<file path="config.mk">
export PLATFORM = sky130hd
export DESIGN_NAME = byte_order_mark_stripper_unit_flat
export DESIGN_NICKNAME = d
export VERILOG_FILES = /design/src/design/bom_pkg.sv /design/src/design/bom_in_if.sv /design/src/design/bom_out_if.sv /design/src/design/bom_front.sv /design/src/design/bom_cmd_queue.sv /design/src/design/bom_back.sv /design/src/design/byte_order_mark_stripper_unit.sv /design/src/flat_wrapper.sv
export SDC_FILE = /design/constraint.sdc
export NUM_CORES = 1
export LEC_CHECK = 0
export BUFFER_PORTS_ARGS = -buffer_cell sky130_fd_sc_hd__buf_2
export CORE_AREA = 2 2 136 191
export CTS_CLUSTER_DIAMETER = 200
export DETAILED_ROUTE_END_ITERATION = 16
export DIE_AREA = 0 0 138 193
export PLACE_DENSITY = 0.44
export RECOVER_POWER = 25
export SYNTH_ARGS = -nofsm -noshare
export SYNTH_HDL_FRONTEND = slang
export SYNTH_HIERARCHICAL = 1
export SYNTH_SLANG_ARGS = --single-unit
export TNS_END_PERCENT = 100
</file>
<file path="constraint.sdc">
create_clock -name clk -period 3.8 [get_ports clk]
set_input_delay 0.38 -clock clk [delete_from_list [all_inputs] [get_ports clk]]
set_output_delay 0.38 -clock clk [all_outputs]
set_load 0.1 [all_outputs]
</file>
<file path="src/design/bom_pkg.sv">
package bom_pkg;

    localparam int HEAD_BYTES      = 4;
    localparam int SIG_COUNT       = 14;
    localparam int BOM_QUEUE_DEPTH = 2;

    localparam logic [3:0] ENC_NONE = 4'd0;

    // Signature table: length, then bytes (unused tail bytes are zero)
    localparam logic [2:0] SIG_LEN [SIG_COUNT] = '{
        3'd3, 3'd2, 3'd2, 3'd4, 3'd4, 3'd4, 3'd4,
        3'd4, 3'd4, 3'd3, 3'd4, 3'd3, 3'd3, 3'd4
    };

    localparam logic [7:0] SIG_SEQ [SIG_COUNT][HEAD_BYTES] = '{
        '{8'hef, 8'hbb, 8'hbf, 8'h00},
        '{8'hfe, 8'hff, 8'h00, 8'h00},
        '{8'hff, 8'hfe, 8'h00, 8'h00},
        '{8'h00, 8'h00, 8'hfe, 8'hff},
        '{8'hff, 8'hfe, 8'h00, 8'h00},
        '{8'h2b, 8'h2f, 8'h76, 8'h38},
        '{8'h2b, 8'h2f, 8'h76, 8'h39},
        '{8'h2b, 8'h2f, 8'h76, 8'h2b},
        '{8'h2b, 8'h2f, 8'h76, 8'h2f},
        '{8'hf7, 8'h64, 8'h4c, 8'h00},
        '{8'hdd, 8'h73, 8'h66, 8'h73},
        '{8'h0e, 8'hfe, 8'hff, 8'h00},
        '{8'hfb, 8'hee, 8'h28, 8'h00},
        '{8'h84, 8'h31, 8'h95, 8'h33}
    };

    typedef struct packed {
        logic [3:0] enc;
        logic [2:0] len;
    } bom_match_t;

    // One queued job for the back end: optional status beat, then cnt data
    // beats taken from data[skip] onward.
    typedef struct packed {
        logic                       has_status;
        logic [3:0]                 enc;
        logic [HEAD_BYTES-1:0][7:0] data;
        logic [1:0]                 skip;
        logic [2:0]                 cnt;
        logic                       stream_end;
    } bom_cmd_t;

    // Longest match among signatures that fit in the bytes seen; ties go
    // to the earlier entry.
    function automatic bom_match_t bom_classify(
        input logic [HEAD_BYTES-1:0][7:0] data,
        input logic [2:0]                 seen
    );
        logic [SIG_COUNT-1:0] hit;
        logic [3:0]           cand2;
        logic [3:0]           cand3;
        logic [3:0]           cand4;
        bom_match_t           res;
        hit   = '0;
        cand2 = ENC_NONE;
        cand3 = ENC_NONE;
        cand4 = ENC_NONE;
        for (int t = 0; t < SIG_COUNT; t++)
        begin
            hit[t] = (SIG_LEN[t] <= seen);
            for (int j = 0; j < HEAD_BYTES; j++)
            begin
                if ((3'(j) < SIG_LEN[t]) && (data[j] != SIG_SEQ[t][j]))
                begin
                    hit[t] = 1'b0;
                end
            end
        end
        for (int t = SIG_COUNT - 1; t >= 0; t--)
        begin
            if (hit[t])
            begin
                case (SIG_LEN[t])
                    3'd2:    cand2 = 4'(t + 1);
                    3'd3:    cand3 = 4'(t + 1);
                    3'd4:    cand4 = 4'(t + 1);
                    default: ;
                endcase
            end
        end
        if (cand4 != ENC_NONE)
        begin
            res = '{enc: cand4, len: 3'd4};
        end
        else if (cand3 != ENC_NONE)
        begin
            res = '{enc: cand3, len: 3'd3};
        end
        else if (cand2 != ENC_NONE)
        begin
            res = '{enc: cand2, len: 3'd2};
        end
        else
        begin
            res = '{enc: ENC_NONE, len: 3'd0};
        end
        return res;
    endfunction

endpackage

</file>
<file path="src/design/bom_in_if.sv">
interface bom_in_if;
    logic       valid;
    logic       ready;
    logic [7:0] data_byte;
    logic       stream_end;

    modport source (output valid, output data_byte, output stream_end, input ready);
    modport sink   (input valid, input data_byte, input stream_end, output ready);
endinterface

</file>
<file path="src/design/bom_out_if.sv">
interface bom_out_if;
    logic       valid;
    logic       ready;
    logic [7:0] out_byte;
    logic       carries_byte;
    logic [3:0] encoding;
    logic       is_status;
    logic       run_last;
    logic       stream_done;

    modport source (
        output valid, output out_byte, output carries_byte, output encoding,
        output is_status, output run_last, output stream_done, input ready
    );
    modport sink (
        input valid, input out_byte, input carries_byte, input encoding,
        input is_status, input run_last, input stream_done, output ready
    );
endinterface

</file>
<file path="src/design/bom_front.sv">
module bom_front
    import bom_pkg::*;
(
    input  logic     clk,
    input  logic     rst_n,
    input  logic     accept,
    input  logic [7:0] in_byte,
    input  logic     in_end,
    input  logic     cfg_we,
    input  logic     cfg_wdata,
    output logic     push,
    output bom_cmd_t cmd
);

    logic [7:0]                 head_reg [HEAD_BYTES-1];
    logic [1:0]                 head_count_reg;
    logic [1:0]                 head_count_next;
    logic                       decided_reg;
    logic                       decided_next;
    logic                       suppressing_reg;
    logic                       suppressing_next;
    logic                       pass_reg;
    logic [HEAD_BYTES-1:0][7:0] window;
    logic [2:0]                 seen;
    bom_match_t                 match;
    logic                       emit;
    logic                       store;

    // Candidate window: held bytes, current byte at the fill position
    always_comb
    begin
        for (int j = 0; j < HEAD_BYTES - 1; j++)
        begin
            window[j] = (head_count_reg == 2'(j)) ? in_byte : head_reg[j];
        end
        window[HEAD_BYTES-1] = in_byte;
    end

    assign seen  = {1'b0, head_count_reg} + 3'd1;
    assign match = bom_classify(window, seen);
    assign emit  = (match.enc != ENC_NONE) || pass_reg;
    assign store = accept && !decided_reg && !in_end && (head_count_reg != 2'(HEAD_BYTES - 1));

    always_comb
    begin
        push             = 1'b0;
        cmd              = '0;
        head_count_next  = head_count_reg;
        decided_next     = decided_reg;
        suppressing_next = suppressing_reg;
        if (accept)
        begin
            if (!decided_reg)
            begin
                if (store)
                begin
                    head_count_next = head_count_reg + 2'd1;
                end
                else
                begin
                    push            = 1'b1;
                    cmd.has_status  = 1'b1;
                    cmd.enc         = match.enc;
                    cmd.data        = window;
                    cmd.skip        = match.len[1:0];
                    cmd.cnt         = emit ? (seen - match.len) : 3'd0;
                    cmd.stream_end  = in_end;
                    head_count_next = 2'd0;
                    decided_next    = !in_end;
                    suppressing_next = !in_end && !emit;
                end
            end
            else
            begin
                push           = !suppressing_reg;
                cmd.data[0]    = in_byte;
                cmd.cnt        = 3'd1;
                cmd.stream_end = in_end;
                if (in_end)
                begin
                    decided_next     = 1'b0;
                    suppressing_next = 1'b0;
                end
            end
        end
    end

    always_ff @(posedge clk)
    begin
        if (store)
        begin
            head_reg[head_count_reg] <= in_byte;
        end
    end

    always_ff @(posedge clk or negedge rst_n)
    begin
        if (!rst_n)
        begin
            head_count_reg  <= 2'd0;
            decided_reg     <= 1'b0;
            suppressing_reg <= 1'b0;
            pass_reg        <= 1'b1;
        end
        else
        begin
            head_count_reg  <= head_count_next;
            decided_reg     <= decided_next;
            suppressing_reg <= suppressing_next;
            if (cfg_we)
            begin
                pass_reg <= cfg_wdata;
            end
        end
    end

endmodule

</file>
<file path="src/design/bom_cmd_queue.sv">
module bom_cmd_queue
    import bom_pkg::*;
#(
    parameter int DEPTH = BOM_QUEUE_DEPTH
)
(
    input  logic     clk,
    input  logic     rst_n,
    input  logic     push,
    input  bom_cmd_t push_cmd,
    input  logic     pop,
    output logic     full,
    output logic     head_valid,
    output bom_cmd_t head_cmd
);

    localparam int PW = (DEPTH > 1) ? $clog2(DEPTH) : 1;

    bom_cmd_t     slot_reg [DEPTH];
    logic [PW-1:0] wr_ptr_reg;
    logic [PW-1:0] wr_ptr_next;
    logic [PW-1:0] rd_ptr_reg;
    logic [PW-1:0] rd_ptr_next;
    logic [PW:0]   count_reg;
    logic [PW:0]   count_next;

    assign full       = (count_reg == (PW+1)'(DEPTH));
    assign head_valid = (count_reg != '0);
    assign head_cmd   = slot_reg[rd_ptr_reg];

    always_comb
    begin
        wr_ptr_next = wr_ptr_reg;
        rd_ptr_next = rd_ptr_reg;
        count_next  = count_reg;
        if (push)
        begin
            wr_ptr_next = (wr_ptr_reg == PW'(DEPTH - 1)) ? '0 : wr_ptr_reg + 1'b1;
        end
        if (pop)
        begin
            rd_ptr_next = (rd_ptr_reg == PW'(DEPTH - 1)) ? '0 : rd_ptr_reg + 1'b1;
        end
        if (push && !pop)
        begin
            count_next = count_reg + 1'b1;
        end
        else if (pop && !push)
        begin
            count_next = count_reg - 1'b1;
        end
    end

    always_ff @(posedge clk)
    begin
        if (push)
        begin
            slot_reg[wr_ptr_reg] <= push_cmd;
        end
    end

    always_ff @(posedge clk or negedge rst_n)
    begin
        if (!rst_n)
        begin
            wr_ptr_reg <= '0;
            rd_ptr_reg <= '0;
            count_reg  <= '0;
        end
        else
        begin
            wr_ptr_reg <= wr_ptr_next;
            rd_ptr_reg <= rd_ptr_next;
            count_reg  <= count_next;
        end
    end

endmodule

</file>
<file path="src/design/bom_back.sv">
module bom_back
    import bom_pkg::*;
(
    input  logic       clk,
    input  logic       rst_n,
    input  logic       cmd_valid,
    input  bom_cmd_t   cmd,
    output logic       pop,
    input  logic       out_ready,
    output logic       out_valid,
    output logic [7:0] out_byte,
    output logic       carries_byte,
    output logic [3:0] encoding,
    output logic       is_status,
    output logic       run_last,
    output logic       stream_done
);

    logic [2:0] pos_reg;
    logic [2:0] pos_next;
    logic       valid_reg;
    logic       valid_next;
    logic [7:0] byte_reg;
    logic       carries_reg;
    logic [3:0] enc_reg;
    logic       status_reg;
    logic       last_reg;
    logic       done_reg;
    logic       load;
    logic [2:0] total;
    logic [2:0] offset;
    logic [1:0] idx;
    logic       beat_status;
    logic       beat_final;

    // Expand one job into beats; advance when the output register frees up
    assign load        = cmd_valid && (!valid_reg || out_ready);
    assign total       = {2'b00, cmd.has_status} + cmd.cnt;
    assign beat_status = cmd.has_status && (pos_reg == 3'd0);
    assign offset      = pos_reg - {2'b00, cmd.has_status};
    assign idx         = cmd.skip + offset[1:0];
    assign beat_final  = ((pos_reg + 3'd1) == total);
    assign pop         = load && beat_final;

    always_comb
    begin
        pos_next   = pos_reg;
        valid_next = valid_reg;
        if (load)
        begin
            pos_next   = beat_final ? 3'd0 : pos_reg + 3'd1;
            valid_next = 1'b1;
        end
        else if (out_ready)
        begin
            valid_next = 1'b0;
        end
    end

    always_ff @(posedge clk)
    begin
        if (load)
        begin
            byte_reg    <= beat_status ? 8'd0 : cmd.data[idx];
            carries_reg <= !beat_status;
            enc_reg     <= beat_status ? cmd.enc : ENC_NONE;
            status_reg  <= beat_status;
            last_reg    <= beat_final;
            done_reg    <= beat_final && cmd.stream_end;
        end
    end

    always_ff @(posedge clk or negedge rst_n)
    begin
        if (!rst_n)
        begin
            pos_reg   <= 3'd0;
            valid_reg <= 1'b0;
        end
        else
        begin
            pos_reg   <= pos_next;
            valid_reg <= valid_next;
        end
    end

    assign out_valid    = valid_reg;
    assign out_byte     = byte_reg;
    assign carries_byte = carries_reg;
    assign encoding     = enc_reg;
    assign is_status    = status_reg;
    assign run_last     = last_reg;
    assign stream_done  = done_reg;

endmodule

</file>
<file path="src/design/byte_order_mark_stripper_unit.sv">
// Byte order mark stripper.
// ingress (sink): one stream byte per beat, stream_end flags the last byte.
// egress (source): result beats. Per stream, the first HEAD_BYTES-1 bytes are
//   held with no output until the fourth byte or the stream end; that beat
//   yields one status beat (encoding, 0 = none) and the window bytes beyond the
//   mark, so up to five egress beats. Later bytes pass one beat each, or are
//   dropped when an unmarked stream is suppressed.
// cfg_we / cfg_wdata: pass_without_mark, sampled when the mark is decided.
// Path: each job is registered in a queue slot, then in the output register.
// Throughput: one ingress beat per cycle in pass-through while the queue has
//   room; a decision beat occupies the back end for one beat per result, and the
//   command queue (QUEUE_DEPTH jobs) absorbs that burst before ingress.ready drops.
// Reset: queue and output register empty, stream state cleared, register
//   set to pass unmarked streams.
// Egress stall: the output register holds its beat; the queue fills and
//   then ingress.ready drops until the receiver takes beats again.
module byte_order_mark_stripper_unit
    import bom_pkg::*;
#(
    parameter int QUEUE_DEPTH = BOM_QUEUE_DEPTH
)
(
    input  logic clk,
    input  logic rst_n,
    bom_in_if.sink    ingress,
    bom_out_if.source egress,
    input  logic cfg_we,
    input  logic cfg_wdata
);

    logic     accept;
    logic     q_push;
    bom_cmd_t q_push_cmd;
    logic     q_pop;
    logic     q_full;
    logic     q_valid;
    bom_cmd_t q_head;

    // Front: take a beat whenever the queue has room
    assign ingress.ready = !q_full;
    assign accept        = ingress.valid && !q_full;

    bom_front u_front (
        .clk       (clk),
        .rst_n     (rst_n),
        .accept    (accept),
        .in_byte   (ingress.data_byte),
        .in_end    (ingress.stream_end),
        .cfg_we    (cfg_we),
        .cfg_wdata (cfg_wdata),
        .push      (q_push),
        .cmd       (q_push_cmd)
    );

    // Decouple classification from beat expansion
    bom_cmd_queue #(
        .DEPTH (QUEUE_DEPTH)
    ) u_queue (
        .clk        (clk),
        .rst_n      (rst_n),
        .push       (q_push),
        .push_cmd   (q_push_cmd),
        .pop        (q_pop),
        .full       (q_full),
        .head_valid (q_valid),
        .head_cmd   (q_head)
    );

    // Back: drive one egress beat per cycle from the queue head while egress is ready
    bom_back u_back (
        .clk          (clk),
        .rst_n        (rst_n),
        .cmd_valid    (q_valid),
        .cmd          (q_head),
        .pop          (q_pop),
        .out_ready    (egress.ready),
        .out_valid    (egress.valid),
        .out_byte     (egress.out_byte),
        .carries_byte (egress.carries_byte),
        .encoding     (egress.encoding),
        .is_status    (egress.is_status),
        .run_last     (egress.run_last),
        .stream_done  (egress.stream_done)
    );

`ifndef SYNTHESIS
    a_no_push_when_full: assert property (@(posedge clk) disable iff (!rst_n)
        !(q_push && q_full))
        else $error("command pushed into a full queue");

    a_pop_shows_last: assert property (@(posedge clk) disable iff (!rst_n)
        q_pop |=> (egress.valid && egress.run_last))
        else $error("job retired without its final beat on egress");

    a_done_is_last: assert property (@(posedge clk) disable iff (!rst_n)
        (egress.valid && egress.stream_done) |-> egress.run_last)
        else $error("stream_done on a beat that is not run_last");

    a_status_shape: assert property (@(posedge clk) disable iff (!rst_n)
        (egress.valid && egress.is_status) |-> (!egress.carries_byte && egress.out_byte == 8'd0))
        else $error("status beat carries data");
`endif

endmodule
</file>
<file path="src/flat_wrapper.sv">
// flat-port wrapper written by rule: the top's interface ports become plain ports
module byte_order_mark_stripper_unit_flat import bom_pkg::*;
#(
    parameter int QUEUE_DEPTH = BOM_QUEUE_DEPTH
)
  (clk, rst_n, cfg_we, cfg_wdata, ingress_valid, ingress_data_byte, ingress_stream_end, ingress_ready, egress_valid, egress_out_byte, egress_carries_byte, egress_encoding, egress_is_status, egress_run_last, egress_stream_done, egress_ready);
  bom_in_if ingress_i ();
  bom_out_if egress_i ();
  input  logic clk;
  input  logic rst_n;
  input  logic cfg_we;
  input  logic cfg_wdata;
  input wire logic [$bits(ingress_i.valid)-1:0] ingress_valid;
  input wire logic [$bits(ingress_i.data_byte)-1:0] ingress_data_byte;
  input wire logic [$bits(ingress_i.stream_end)-1:0] ingress_stream_end;
  output wire logic [$bits(ingress_i.ready)-1:0] ingress_ready;
  output wire logic [$bits(egress_i.valid)-1:0] egress_valid;
  output wire logic [$bits(egress_i.out_byte)-1:0] egress_out_byte;
  output wire logic [$bits(egress_i.carries_byte)-1:0] egress_carries_byte;
  output wire logic [$bits(egress_i.encoding)-1:0] egress_encoding;
  output wire logic [$bits(egress_i.is_status)-1:0] egress_is_status;
  output wire logic [$bits(egress_i.run_last)-1:0] egress_run_last;
  output wire logic [$bits(egress_i.stream_done)-1:0] egress_stream_done;
  input wire logic [$bits(egress_i.ready)-1:0] egress_ready;
  assign ingress_i.valid = ingress_valid;
  assign ingress_i.data_byte = ingress_data_byte;
  assign ingress_i.stream_end = ingress_stream_end;
  assign ingress_ready = ingress_i.ready;
  assign egress_valid = egress_i.valid;
  assign egress_out_byte = egress_i.out_byte;
  assign egress_carries_byte = egress_i.carries_byte;
  assign egress_encoding = egress_i.encoding;
  assign egress_is_status = egress_i.is_status;
  assign egress_run_last = egress_i.run_last;
  assign egress_stream_done = egress_i.stream_done;
  assign egress_i.ready = egress_ready;
  byte_order_mark_stripper_unit #(.QUEUE_DEPTH(QUEUE_DEPTH)) u_core (.clk(clk), .rst_n(rst_n), .ingress(ingress_i), .egress(egress_i), .cfg_we(cfg_we), .cfg_wdata(cfg_wdata));
endmodule
</file>
# Yosys cells after proc, flatten, opt, wreduce, memory -nomap -nowiden
# Memories as Yosys holds them, arrays and structs flattened.
# Index checks and enable logic that the tools add are counted.
[word_totals]
reg_bits = 29
inputBits = 15
mem_count = 2
output_inout_bits = 18
wordCells = 198
mem_bits_rw = 110
[memory_table]
columns = ["memory", "words", "word_bits", "read_ports", "rd_clocked_by_memory_dff", "write_ports", "line", "source"]
rows = [
  ["u_core.u_queue.slot_reg", 2, 43, 1, 0, 1, "bom_cmd_queue.sv:19", "bom_cmd_t slot_reg [DEPTH];"],
  ["u_core.u_front.head_reg", 3, 8, 3, 0, 1, "bom_front.sv:15", "logic [7:0] head_reg [HEAD_BYTES-1];"],
]
[classes]
bitwise = 1
n_mux = 89
n_reduce_logical = 37
n_eq_ne = 39
n_addsub = 11
magnitude_cmp = 4
[ops]
columns = ["cell", "count"]
rows = [
  ["$ne 8x8->1 const B", 16],
  ["$mux 43", 2],
  ["$ne 8x6->1 const B", 9],
  ["$mux 1", 56],
  ["$mux 4", 14],
  ["$ne 8x7->1 const B", 6],
  ["$mux 8", 5],
  ["$reduce_bool 8->1", 4],
  ["$mux 29", 1],
  ["$mux 7", 3],
  ["$bmux 8 s2", 1],
  ["$reduce_bool 4->1", 4],
  ["$logic_and 1x1->1", 11],
  ["$mux 2", 5],
  ["$logic_not 1->1", 9],
  ["$ne 8x4->1 const B", 1],
  ["$le 2x3->1 const A", 2],
  ["$mux 3", 2],
  ["$ne 2x2->1 const B", 3],
  ["$reduce_bool 2->1", 3],
  ["$add 2x1->2 const B", 2],
  ["$eq 2x2->1 const B", 2],
  ["$add 1x3->3", 1],
  ["$add 2x1->3 const B", 1],
  ["other kinds (16)", 18],
]

# Logic depth before layout (Yosys ltp)
# Gate-level depths: netlist of the first run.
[depth]
depth_word = 23
mapped_depth = 18

# Hierarchy
# The synthesis of the first run kept the hierarchy.
[modules_own_cells]
columns = ["module", "seq_area_each_um2", "cells_per_inst", "n_inst", "area_each_um2"]
rows = [
  ["bom_cmd_queue", 2682.6, 150, 1, 3493.4],
  ["bom_front", 847.1, 314, 1, 2761.4],
  ["bom_back", 580.6, 77, 1, 1137.3],
  ["byte_order_mark_stripper_unit", 0.0, 2, 1, 10.0],
]

# Worst setup path after synthesis of the first run
# No wires, ideal clock.
[synth_timing]
kind = "reg-to-reg"
startpoint = "register u_core.u_queue.count_reg[1]"
endpoint = "memory u_core/u_queue/slot_reg[0][0] in the netlist's numbering, enable pin"
path_stages_with_launch = 9
setup_slack_ns = -0.408
arrival_time_ns = 3.760
n_path_buf = 2
setup_time_ns = 0.449
path_cell_list = "dfrtp_1 > nor2b_1 > nor2b_1 > inv_1 > or3_1 > clkbuf_1 > buf_1 > o21ai_0 > nor2b_1"
[synth_between]
elab_chain_len = 11
[synth_rtl]
columns = ["element", "line", "source"]
rows = [
  ["start, declared", "bom_cmd_queue.sv:24", "logic [PW:0] count_reg;"],
  ["start signal, assigned", "bom_cmd_queue.sv:74", "count_reg <= count_next;"],
  ["$eq 2x2->1 *", "bom_cmd_queue.sv:27", "assign full = (count_reg == (PW+1)'(DEPTH));"],
  ["via u_core.q_full", "byte_order_mark_stripper_unit.sv:35", "logic q_full;"],
  ["$logic_not 1->1 *", "byte_order_mark_stripper_unit.sv:41", "assign accept = ingress.valid && !q_full;"],
  ["$logic_and 1x1->1 *", "byte_order_mark_stripper_unit.sv:41", ""],
  ["via u_core.accept", "byte_order_mark_stripper_unit.sv:31", "logic accept;"],
  ["$logic_and 1x1->1 (3 in a row)", "bom_front.sv:42", "assign store = accept && !decided_reg && !in_end && (head_count_reg != 2'(HEAD_BYTES - 1));"],
  ["$mux 1", "bom_front.sv:55", "if (store)"],
  ["$mux 1", "bom_front.sv:53", "if (!decided_reg)"],
  ["$mux 1 *", "bom_front.sv:51", "if (accept)"],
  ["via u_core.q_push", "byte_order_mark_stripper_unit.sv:32", "logic q_push;"],
  ["$mux 1 *", "bom_cmd_queue.sv:56", "if (push)"],
  ["$mux 1 (not written as such) *", "bom_cmd_queue.sv:58", "slot_reg[wr_ptr_reg] <= push_cmd;"],
  ["end, declared", "bom_cmd_queue.sv:19", ""],
]
# The timed path passes the listed nets; every way through them passes the cells marked *.

==> impl_metrics.ini, run 1 <==
[global_routing]
grt.overflow.total = 0
grt_max_degree = 44
grt_usage = 0.152
grt_pass1_wl_mm = 30.1
antenna_found_initial = 0
grt_pass1_vias = 5026

[run]
drv_cap = 0

[logic_synthesis]
ys_warn_count = 6
synth_cells = 543
synth.net_count = 572
yosysUniqueCellTypes = 72
synth_flop_cell = edfxtp_1
yosys.area.top_type_share = 0.511
synth_area_per_cell_um2 = 13.6
async_reset_ff_frac = 0.0935
synth-seq-area-share = 0.555
synth_edf_count = 126
synth_area_leader_cell = edfxtp_1
yosys-top-cells-area = edfxtp_1, mux2_4, dfrtp_1
syn_area_um2 = 7400
synth_seq_cells = 139

[worst_setup_path]
regToRegSetupSlack_ns = 0.13
worstReg2RegEnd = u_core/u_queue/slot_reg[0][3]
endpoint_kind = flop
start_kind = flop
r2r-start = u_core/u_front/head_count_reg[0]
critical_path.max_fanout = 15
critPathArrivalTime_ns = 3.82
required_ns = 3.95
cp_slowest_cell = or4b_4
reg2reg_depth = 17
critPathKind = flop to flop
path_cells = inv_1, buf_4, ha_2, buf_12, buf_4, nand3b_1, a21bo_2, or4b_4, nor4_4, a21oi_2, nor2b_4, inv_1, ha_2, fa_2, xor2_1, xnor2_1, nor3_2
cpPeakStageDelay_ns = 0.55

[pwr]
p_int_w = 0.00462
power_w = 0.00758
power.share.sequential = 0.312
clockPowerShare = 0.201
power.density_nw_per_um2 = 842
switching_share = 0.390
peakVddDrop_v = 0.000376
power_frac_comb = 0.487
p_sw_w = 0.00296
p_leak_nw = 3.29

[clock_tree]
cts_sinks = 139
clk_pin_slew_ns = 0.06
cts_buffer_depth = 2
cts_tree = done
h-tree-depth = 4
clk_latency_ns = 0.42
root_buffer = clkbuf_16
numCtsBuffers = 17

[floorplan]
die_h_um = 193
row_count = 69
design.die.area_um2 = 26600
core_area_um2 = 25000
die_w_um = 138
io_pins = 33
start_util = 0.296

[timing]
max_freq_ghz = 0.273
setup_viol = 0
fin_ws_ns = 0.131
drv_slew = 0
min_period_over_period = 0.966
maxSlewHeadroom = 0.222
fin_setup_tns_ns = 0
skew_ns = 0.00802
max_slew.worst_pin.slew_ns = 1.17
hold_viol = 0
fin_crit_ns = 3.67
rsz0062_at_grt = false
whs_ns = 0.116

[route]
avgViaCountPerCell = 4.93
drt-met1-wl_mm = 7.76
drtIter0Drc = 292
drtPass1Iterations = 6
wl_met3_um = 665
topRoutingLayerUsed = met4
wl_per_cell_um = 20.1
wl_mm = 19.8
antenna_left = 0
wl_met2_mm = 10.2
drc_errors = 0
vias = 4839

[final_layout]
layout_commonest_cell = edfxtp_1
nets = 678
layout_common_cells = edfxtp_1, buf_4, mux2_4
diodes = 0
largest_reg_flops = 86
finish.utilization = 0.360
syn_to_final_growth_pct = 21.6
drive_gt1_frac = 0.295

[hold_path]
worstHoldStart = cfg_we
hold_path_class = input pin to flop
whs_path_depth = 2
min_to = u_core/u_front/pass_reg

[placement]
dp_hpwl_mm = 14.9
portBuffers = 32
place.gp.congestion = 0.905
post-place-ws_ns = -0.166

[outcome]
status = complete, no violations
[logic make-up after synthesis]
family / after synthesis / synth area share
flops: 139 / 0.555
xor+xnor: 15 / 0.0188
buf+inv: 51 / 0.0411
compound gates: 63 / 0.0668
mux: 77 / 0.150
fa+ha+maj: 14 / 0.0247
simple gates: 184 / 0.143
[cells in the mapped netlist (all sizes together) (7+ instances only)]
cell type / instances
a22o: 7
or4: 7
nor2b: 7
nand3b: 11
nor3: 10
and2: 29
mux2: 52
edfxtp: 126
clkbuf: 12
dfrtp: 12
o21ai: 12
a21oi: 10
mux2i: 17
nand4: 11
nand2: 24
xnor2: 8
nor2: 33
xor2: 7
buf: 19
nand3: 12
inv: 20
nor4: 9
ha: 13
mux4: 8
[power by group through the flow]
stage	clock (W)	combinational, W	sequential (W)
global placement	0	0.00370	0.00239
detailed placement	0	0.00369	0.00240
CTS	0.00157	0.00371	0.00237
finish	0.00152	0.00369	0.00237
floorplan	0	0.00219	0.00298
global route	0.00164	0.00399	0.00240
[how the worst max path moves through the flow]
stage               cells past startpoint                        startpoint                       endpoint  slack (ns)
detailed placement                     13  u_core/u_front/head_count_reg[0]  u_core/u_queue/slot_reg[1][3]       -0.17
global placement                       13  u_core/u_front/head_count_reg[0]  u_core/u_queue/slot_reg[1][3]       -0.09
floorplan                              13  u_core/u_front/head_count_reg[0]  u_core/u_queue/slot_reg[0][3]        0.22
finish                                 17  u_core/u_front/head_count_reg[0]  u_core/u_queue/slot_reg[0][3]        0.13
global route                           14  u_core/u_front/head_count_reg[1]  u_core/u_queue/slot_reg[0][3]        0.01
CTS                                    16  u_core/u_front/head_count_reg[0]  u_core/u_queue/slot_reg[0][3]        0.04
[per-stage QoR]
stage | instance area (um^2) | cells
2_1_floorplan | 7400 | 543
3_3_place_gp | 8400 | 945
3_5_place_dp | 8400 | 945
4_1_cts | 8970 | 978
5_1_grt | 9000 | 981
6_report | 9000 | 981
[what timing repair did]
action                                  CTS  global route
endpoints found under the hold margin    12             0
pin swaps                                 1             7
resized for setup                         7            14
buffers inserted                          0             3
endpoints found under the setup margin    4             4
hold buffers                              1             0
gates cloned                              0             0
[worst max-delay path: cells and delay by family (launching register included)]
family,cells,cell delay [ns]
AO/OA/AOI/OAI,2,0.32
XOR/XNOR,2,0.32
adder cells (fa/ha/maj),3,0.56
buffers and inverters,5,0.58
flip-flops,1,0.35
AND/OR/NAND/NOR,5,1.25
[metal layers]
layer	global-route usage	vias up
met1	0.166	2362
met5	0	-
met4	0.0969	0
li1	-	2296
met2	0.271	131
met3	0.0319	50
[area by class of cell]
type | count | area (um^2)
multi-input combinational | 353 | 3100
inverter | 20 | 75.1
clock buffer | 20 | 437
sequential | 139 | 4110
fill | 2435 | 16000
clock inverter | 12 | 98.8
timing repair buffer | 118 | 778
tap | 319 | 399
Note: power is estimated with default switching activity, not from simulation.
==> run 2, diff against run 1 <==
CORE_AREA = 2 2 135 189   (was 2 2 136 191)
DIE_AREA = 0 0 137 191   (was 0 0 138 193)
SYNTH_HIERARCHICAL = unset   (was 1)
==> run 2 against run 1 <==
  * Register-to-register slack lost 0.10 ns
  * Clock power grew 16%
  * Clock skew increased by 0.0084 ns
  * Via count rose by 12%
  * Flip-flop and latch count is the same
  * Routed wire length up 20%
  * Largest power group unchanged
==> impl_metrics.ini, run 2 <==
[clock_tree]
cts_tree = done
h-tree-depth = 4
cts_buffer_depth = 2
root_buffer = clkbuf_16
numCtsBuffers = 17
clk_pin_slew_ns = 0.06
clk_latency_ns = 0.43
cts_sinks = 139

[route]
drc_errors = 0
avgViaCountPerCell = 5.21
drtIter0Drc = 329
wl_per_cell_um = 22.8
antenna_left = 0
vias = 5406
drtPass1Iterations = 6
wl_mm = 23.7

[global_routing]
antenna_found_initial = 0
grt_usage = 0.189
grt_pass1_vias = 5657
grt.overflow.total = 0
grt_max_degree = 44
grt_pass1_wl_mm = 35.2

[floorplan]
start_util = 0.295
die_w_um = 137
die_h_um = 191
core_area_um2 = 24500
io_pins = 33
design.die.area_um2 = 26200
row_count = 68

[timing]
drv_slew = 0
skew_ns = 0.0164
rsz0062_at_grt = true
min_period_over_period = 0.992
fin_crit_ns = 3.77
fin_ws_ns = 0.0306
max_slew.worst_pin.slew_ns = 0.768
setup_viol = 0
maxSlewHeadroom = 0.488
max_freq_ghz = 0.265
hold_viol = 0

[logic_synthesis]
synthAdderAreaFrac = 0.0253
yosys-top-cells-area = edfxtp_1, mux4_2, dfrtp_1
synth_most_common_cell = edfxtp_1
ys_warn_count = 0
async_reset_ff_frac = 0.0935
synth_area_leader_cell = edfxtp_1
yosys.area_share.simple = 0.184
syn_area_um2 = 7220
synth_cells = 573
synth_top_family_by_area = simple AND/OR/NAND/NOR gates
yosys.area.top_type_share = 0.524
synth_compound_area_frac = 0.0750
synth_flop_cell = edfxtp_1
synth_area_per_cell_um2 = 12.6
synth_mux_area_frac = 0.103
synth_edf_count = 126
synth.net_count = 602
synth-seq-area-share = 0.569
synth_xor_area_frac = 0.0170
synth_seq_cells = 139
yosysUniqueCellTypes = 71
synth_common_cells = edfxtp_1, nor2_1, mux2i_1, nand2_1, nand3_1

[run]
drv_cap = 0

[pwr]
power_frac_comb = 0.469
power.density_nw_per_um2 = 830
switching_share = 0.400
power.share.sequential = 0.303
power_w = 0.00777
p_int_w = 0.00466
clockPowerShare = 0.228
peakVddDrop_v = 0.000401
p_leak_nw = 3.47
p_sw_w = 0.00311

[final_layout]
drive_gt1_frac = 0.329
syn_to_final_growth_pct = 29.6
diodes = 0
layout_common_cells = edfxtp_1, buf_4, nor2_1
largest_reg_flops = 86
nets = 740
layout_commonest_cell = edfxtp_1

[worst_setup_path]
start_kind = flop
regToRegSetupSlack_ns = 0.03
cp_slowest_cell = a2111oi_0
r2r-start = u_core.u_front.head_count_reg[1]
required_ns = 3.96
endpoint_kind = flop
reg2reg_depth = 12
critPathArrivalTime_ns = 3.93
cpPeakStageDelay_ns = 0.64
critPathKind = flop to flop
critical_path.max_fanout = 8
path_cells = inv_2, ha_4, buf_6, buf_4, nor2_1, a32oi_1, a311o_1, and4b_1, a2111oi_0, nor4bb_2, nor2b_4, nor3_2
worstReg2RegEnd = u_core.u_queue.slot_reg[0][3]

[placement]
portBuffers = 32
place.gp.congestion = 0.995
dp_hpwl_mm = 18.1
post-place-ws_ns = -0.205

[hold_path]
worstHoldStart = cfg_wdata
min_to = u_core.u_front.pass_reg
whs_path_depth = 2
hold_path_class = input pin to flop

[outcome]
status = complete, no violations
-- run 2: layout make-up --
class                   instances  area [um^2]
fillers                      2386        15100
well taps                     315          394
multi-input cells             390         3150
clock buffers                  17          425
repair buffers                145         1020
clock inverters                14          194
flip-flops and latches        139         4110
inverters                      18         67.6
-- run 2: power groups by stage --
stage | Combinational, W | Sequential, W | Clock, W
2_1_floorplan | 0.00189 | 0.00297 | 0
3_3_place_gp | 0.00355 | 0.00237 | 0
3_5_place_dp | 0.00358 | 0.00239 | 0
4_1_cts | 0.00364 | 0.00236 | 0.00182
5_1_grt | 0.00390 | 0.00239 | 0.00190
6_report | 0.00364 | 0.00236 | 0.00177
-- run 2: what timing repair did --
item / 4_1_cts / 5_1_grt
pin swaps: 4 / 11
hold buffers: 1 / 0
setup endpoints to repair: 4 / 5
gates resized for setup: 20 / 27
setup buffers: 1 / 4
gates cloned: 0 / 0
endpoints found under the hold margin: 12 / 0
-- run 2: cells by family after synthesis --
| kind of cell | Yosys count |
|---|---|
| AND/OR/NAND/NOR | 239 |
| flip-flops | 139 |
| AO/OA/AOI/OAI | 70 |
| multiplexers | 53 |
| buffers and inverters | 44 |
| XOR/XNOR | 14 |
| adder cells (fa/ha/maj) | 14 |
-- run 2: worst max-delay path: cells and delay by family (launching register included) --
family / cells / cell delay [ns]
AO/OA/AOI/OAI: 3 / 1.37
adder cells (fa/ha/maj): 1 / 0.21
buffers and inverters: 3 / 0.43
flip-flops: 1 / 0.43
AND/OR/NAND/NOR: 5 / 1.04
-- run 2: how the worst max path moves through the flow --
stage                                     start                       endpoint  slack, ns  cells after the start
6_report       u_core.u_front.head_count_reg[1]  u_core.u_queue.slot_reg[0][3]       0.03                     12
2_1_floorplan  u_core.u_front.head_count_reg[0]  u_core.u_queue.slot_reg[0][3]       0.02                     14
3_5_place_dp   u_core.u_front.head_count_reg[1]  u_core.u_queue.slot_reg[1][3]      -0.20                     13
4_1_cts        u_core.u_front.head_count_reg[1]  u_core.u_queue.slot_reg[0][3]      0.003                     16
3_3_place_gp   u_core.u_front.head_count_reg[1]  u_core.u_queue.slot_reg[1][3]      -0.17                     13
5_1_grt        u_core.u_front.head_count_reg[1]  u_core.u_queue.slot_reg[0][3]      -0.12                     12
-- run 2: stage by stage --
step | TNS (ns) | std cells | cell area (um^2) | utilization | hold WS [ns]
after global placement | -0.332 | 1001 | 8480 | 0.346 | 0.292
final | 0 | 1038 | 9360 | 0.382 | 0.190
after floorplan | 0 | 573 | 7220 | - | 0.0844
after global routing | -0.652 | 1038 | 9360 | 0.382 | 0.185
after detailed placement | -0.529 | 1001 | 8480 | 0.346 | 0.305
after CTS | 0 | 1034 | 9220 | 0.376 | 0.161
-- run 2: per-layer routing --
metal  wire, um  part of all wire  vias to the layer above  track usage
met5          0                 0                        -            0
met3        830             0.035                       78       0.0337
met2      11700              0.49                      164        0.312
met4       1870             0.079                        0        0.144
li1           -                 -                     2492            -
met1       9280              0.39                     2672        0.214
==> run 3, diff against run 2 <==
RECOVER_POWER = unset   (was 25)
==> run 3 against run 2 <==
  * Global-route usage unchanged
  * Clock skew decreased by 0.0031 ns
  * Critical path depth unchanged
  * Maximum frequency increased by 0.44%
  * Combinational power about the same
  * Worst hold slack about the same
  * Via count decreased by 0.13%
  * Sequential share of layout area decreased by 0.094 points
  * Count of clock-buffer cells in the layout unchanged
  * Die area unchanged
  * Cell count unchanged
  * Largest power group unchanged
==> impl_metrics.ini, run 3 (synthesized netlist as in run 2, its figures left out) <==
[final_layout]
largest_reg_flops = 86
finish.utilization = 0.383
drive_gt1_frac = 0.340
syn_to_final_growth_pct = 29.9
layout_common_cells = edfxtp_1, buf_4, nor2_1
nets = 740
layout_commonest_cell = edfxtp_1
diodes = 0

[global_routing]
grt_pass1_wl_mm = 35.2
grt_max_degree = 44
antenna_found_initial = 0
grt.overflow.total = 0
grt_pass1_vias = 5657
grt_usage = 0.189

[timing]
max_freq_ghz = 0.266
drv_slew = 0
rsz0062_at_grt = true
min_period_over_period = 0.988
hold_viol = 0
skew_ns = 0.0133
setup_viol = 0
max_slew.worst_pin.slew_ns = 0.700
fin_crit_ns = 3.75
maxSlewHeadroom = 0.521

[worst_setup_path]
cpPeakStageDelay_ns = 0.62
path_cells = inv_2, ha_4, buf_6, buf_4, nor2_1, a32oi_1, a311o_1, and4b_1, a2111oi_0, nor4bb_2, nor2b_4, nor3_2
endpoint_kind = flop
required_ns = 3.96
cp_slowest_cell = a2111oi_0
start_kind = flop
critPathKind = flop to flop
critPathArrivalTime_ns = 3.91
critical_path.max_fanout = 8

[pwr]
peakVddDrop_v = 0.000401
p_leak_nw = 3.50
p_int_w = 0.00466
power_w = 0.00777
power.density_nw_per_um2 = 828
power_frac_comb = 0.469
p_sw_w = 0.00311
clockPowerShare = 0.227
power.share.sequential = 0.303
switching_share = 0.400

[floorplan]
io_pins = 33
row_count = 68
die_h_um = 191
design.die.area_um2 = 26200
core_area_um2 = 24500
die_w_um = 137
start_util = 0.295

[clock_tree]
numCtsBuffers = 17
clk_latency_ns = 0.43
h-tree-depth = 4
clk_pin_slew_ns = 0.06
cts_buffer_depth = 2
cts_sinks = 139
cts_tree = done
root_buffer = clkbuf_16

[route]
avgViaCountPerCell = 5.20
drc_errors = 0
wl_mm = 23.7
antenna_left = 0
drtPass1Iterations = 5
drtIter0Drc = 351
wl_per_cell_um = 22.8
vias = 5399

[placement]
dp_hpwl_mm = 18.1
portBuffers = 32
place.gp.congestion = 0.995

[run]
drv_cap = 0

[outcome]
status = complete, no violations

[hold_path]
hold_path_class = input pin to flop
run 3: path summary, 6_finish.rpt:
path | start | end | slack (ns) | cells after the start
max | u_core.u_front.head_count_reg[1] | u_core.u_queue.slot_reg[0][3] | 0.05 | 12
min | cfg_wdata | u_core.u_front.pass_reg | 0.19 | 2
max reg2reg | u_core.u_front.head_count_reg[1] | u_core.u_queue.slot_reg[0][3] | 0.05 | 12
min reg2reg | u_core.u_back.out_valid | u_core.u_back.out_valid | 0.53 | 2
max in group asynchronous | rst_n | u_core.u_front.pass_reg | 3.12 | 2
min in group asynchronous | rst_n | u_core.u_front.head_count_reg[0] | 0.38 | 2
run 3: cell type report:
| class | count | area (um^2) |
|---|---|---|
| flip-flops and latches | 139 | 4110 |
| clock buffers | 17 | 425 |
| clock inverters | 14 | 194 |
| repair buffers | 145 | 1040 |
| well taps | 315 | 394 |
| fillers | 2382 | 15100 |
| multi-input cells | 390 | 3150 |
| inverters | 18 | 67.6 |
run 3: worst max-delay path, delay by kind of cell, from the launching register on:
family	cells	cell delay, ns
AO/OA/AOI/OAI	3	1.37
adder cells (fa/ha/maj)	1	0.21
buffers and inverters	3	0.43
flip-flops	1	0.43
AND/OR/NAND/NOR	5	1.05
run 3: power by group through the flow:
stage / logic [W] / clock network, W / registers (W)
CTS: 0.00364 / 0.00182 / 0.00236
finish: 0.00365 / 0.00177 / 0.00236
floorplan: 0.00189 / 0 / 0.00297
global placement: 0.00355 / 0 / 0.00237
global route: 0.00390 / 0.00190 / 0.00239
detailed placement: 0.00358 / 0 / 0.00239
run 3: repair_timing:
item	4_1_cts	5_1_grt
gates cloned	0	0
resized for setup	20	27
pin swaps	4	11
endpoints found under the hold margin	12	0
endpoints found under the setup margin	4	5
hold buffers	1	0
setup buffers	1	4
run 3: through the flow:
stage	TNS [ns]	worst slack, ns	hold slack [ns]	instances	cell area, um^2
after detailed placement	-0.529	-0.205	0.305	1001	8480
after floorplan	0	0.0159	0.0844	573	7220
after global routing	-0.652	-0.123	0.185	1038	9380
after CTS	0	0.00298	0.161	1034	9220
after global placement	-0.332	-0.166	0.292	1001	8480
final	0	0.0472	0.190	1038	9380
run 3: routing by layer:
| layer | GRT usage | wire length, um | vias to the layer above |
|---|---|---|---|
| met3 | 0.0337 | 803 | 71 |
| met5 | 0 | 0 | - |
| met1 | 0.214 | 9340 | 2671 |
| li1 | - | - | 2491 |
| met2 | 0.312 | 11700 | 166 |
| met4 | 0.144 | 1860 | 0 |
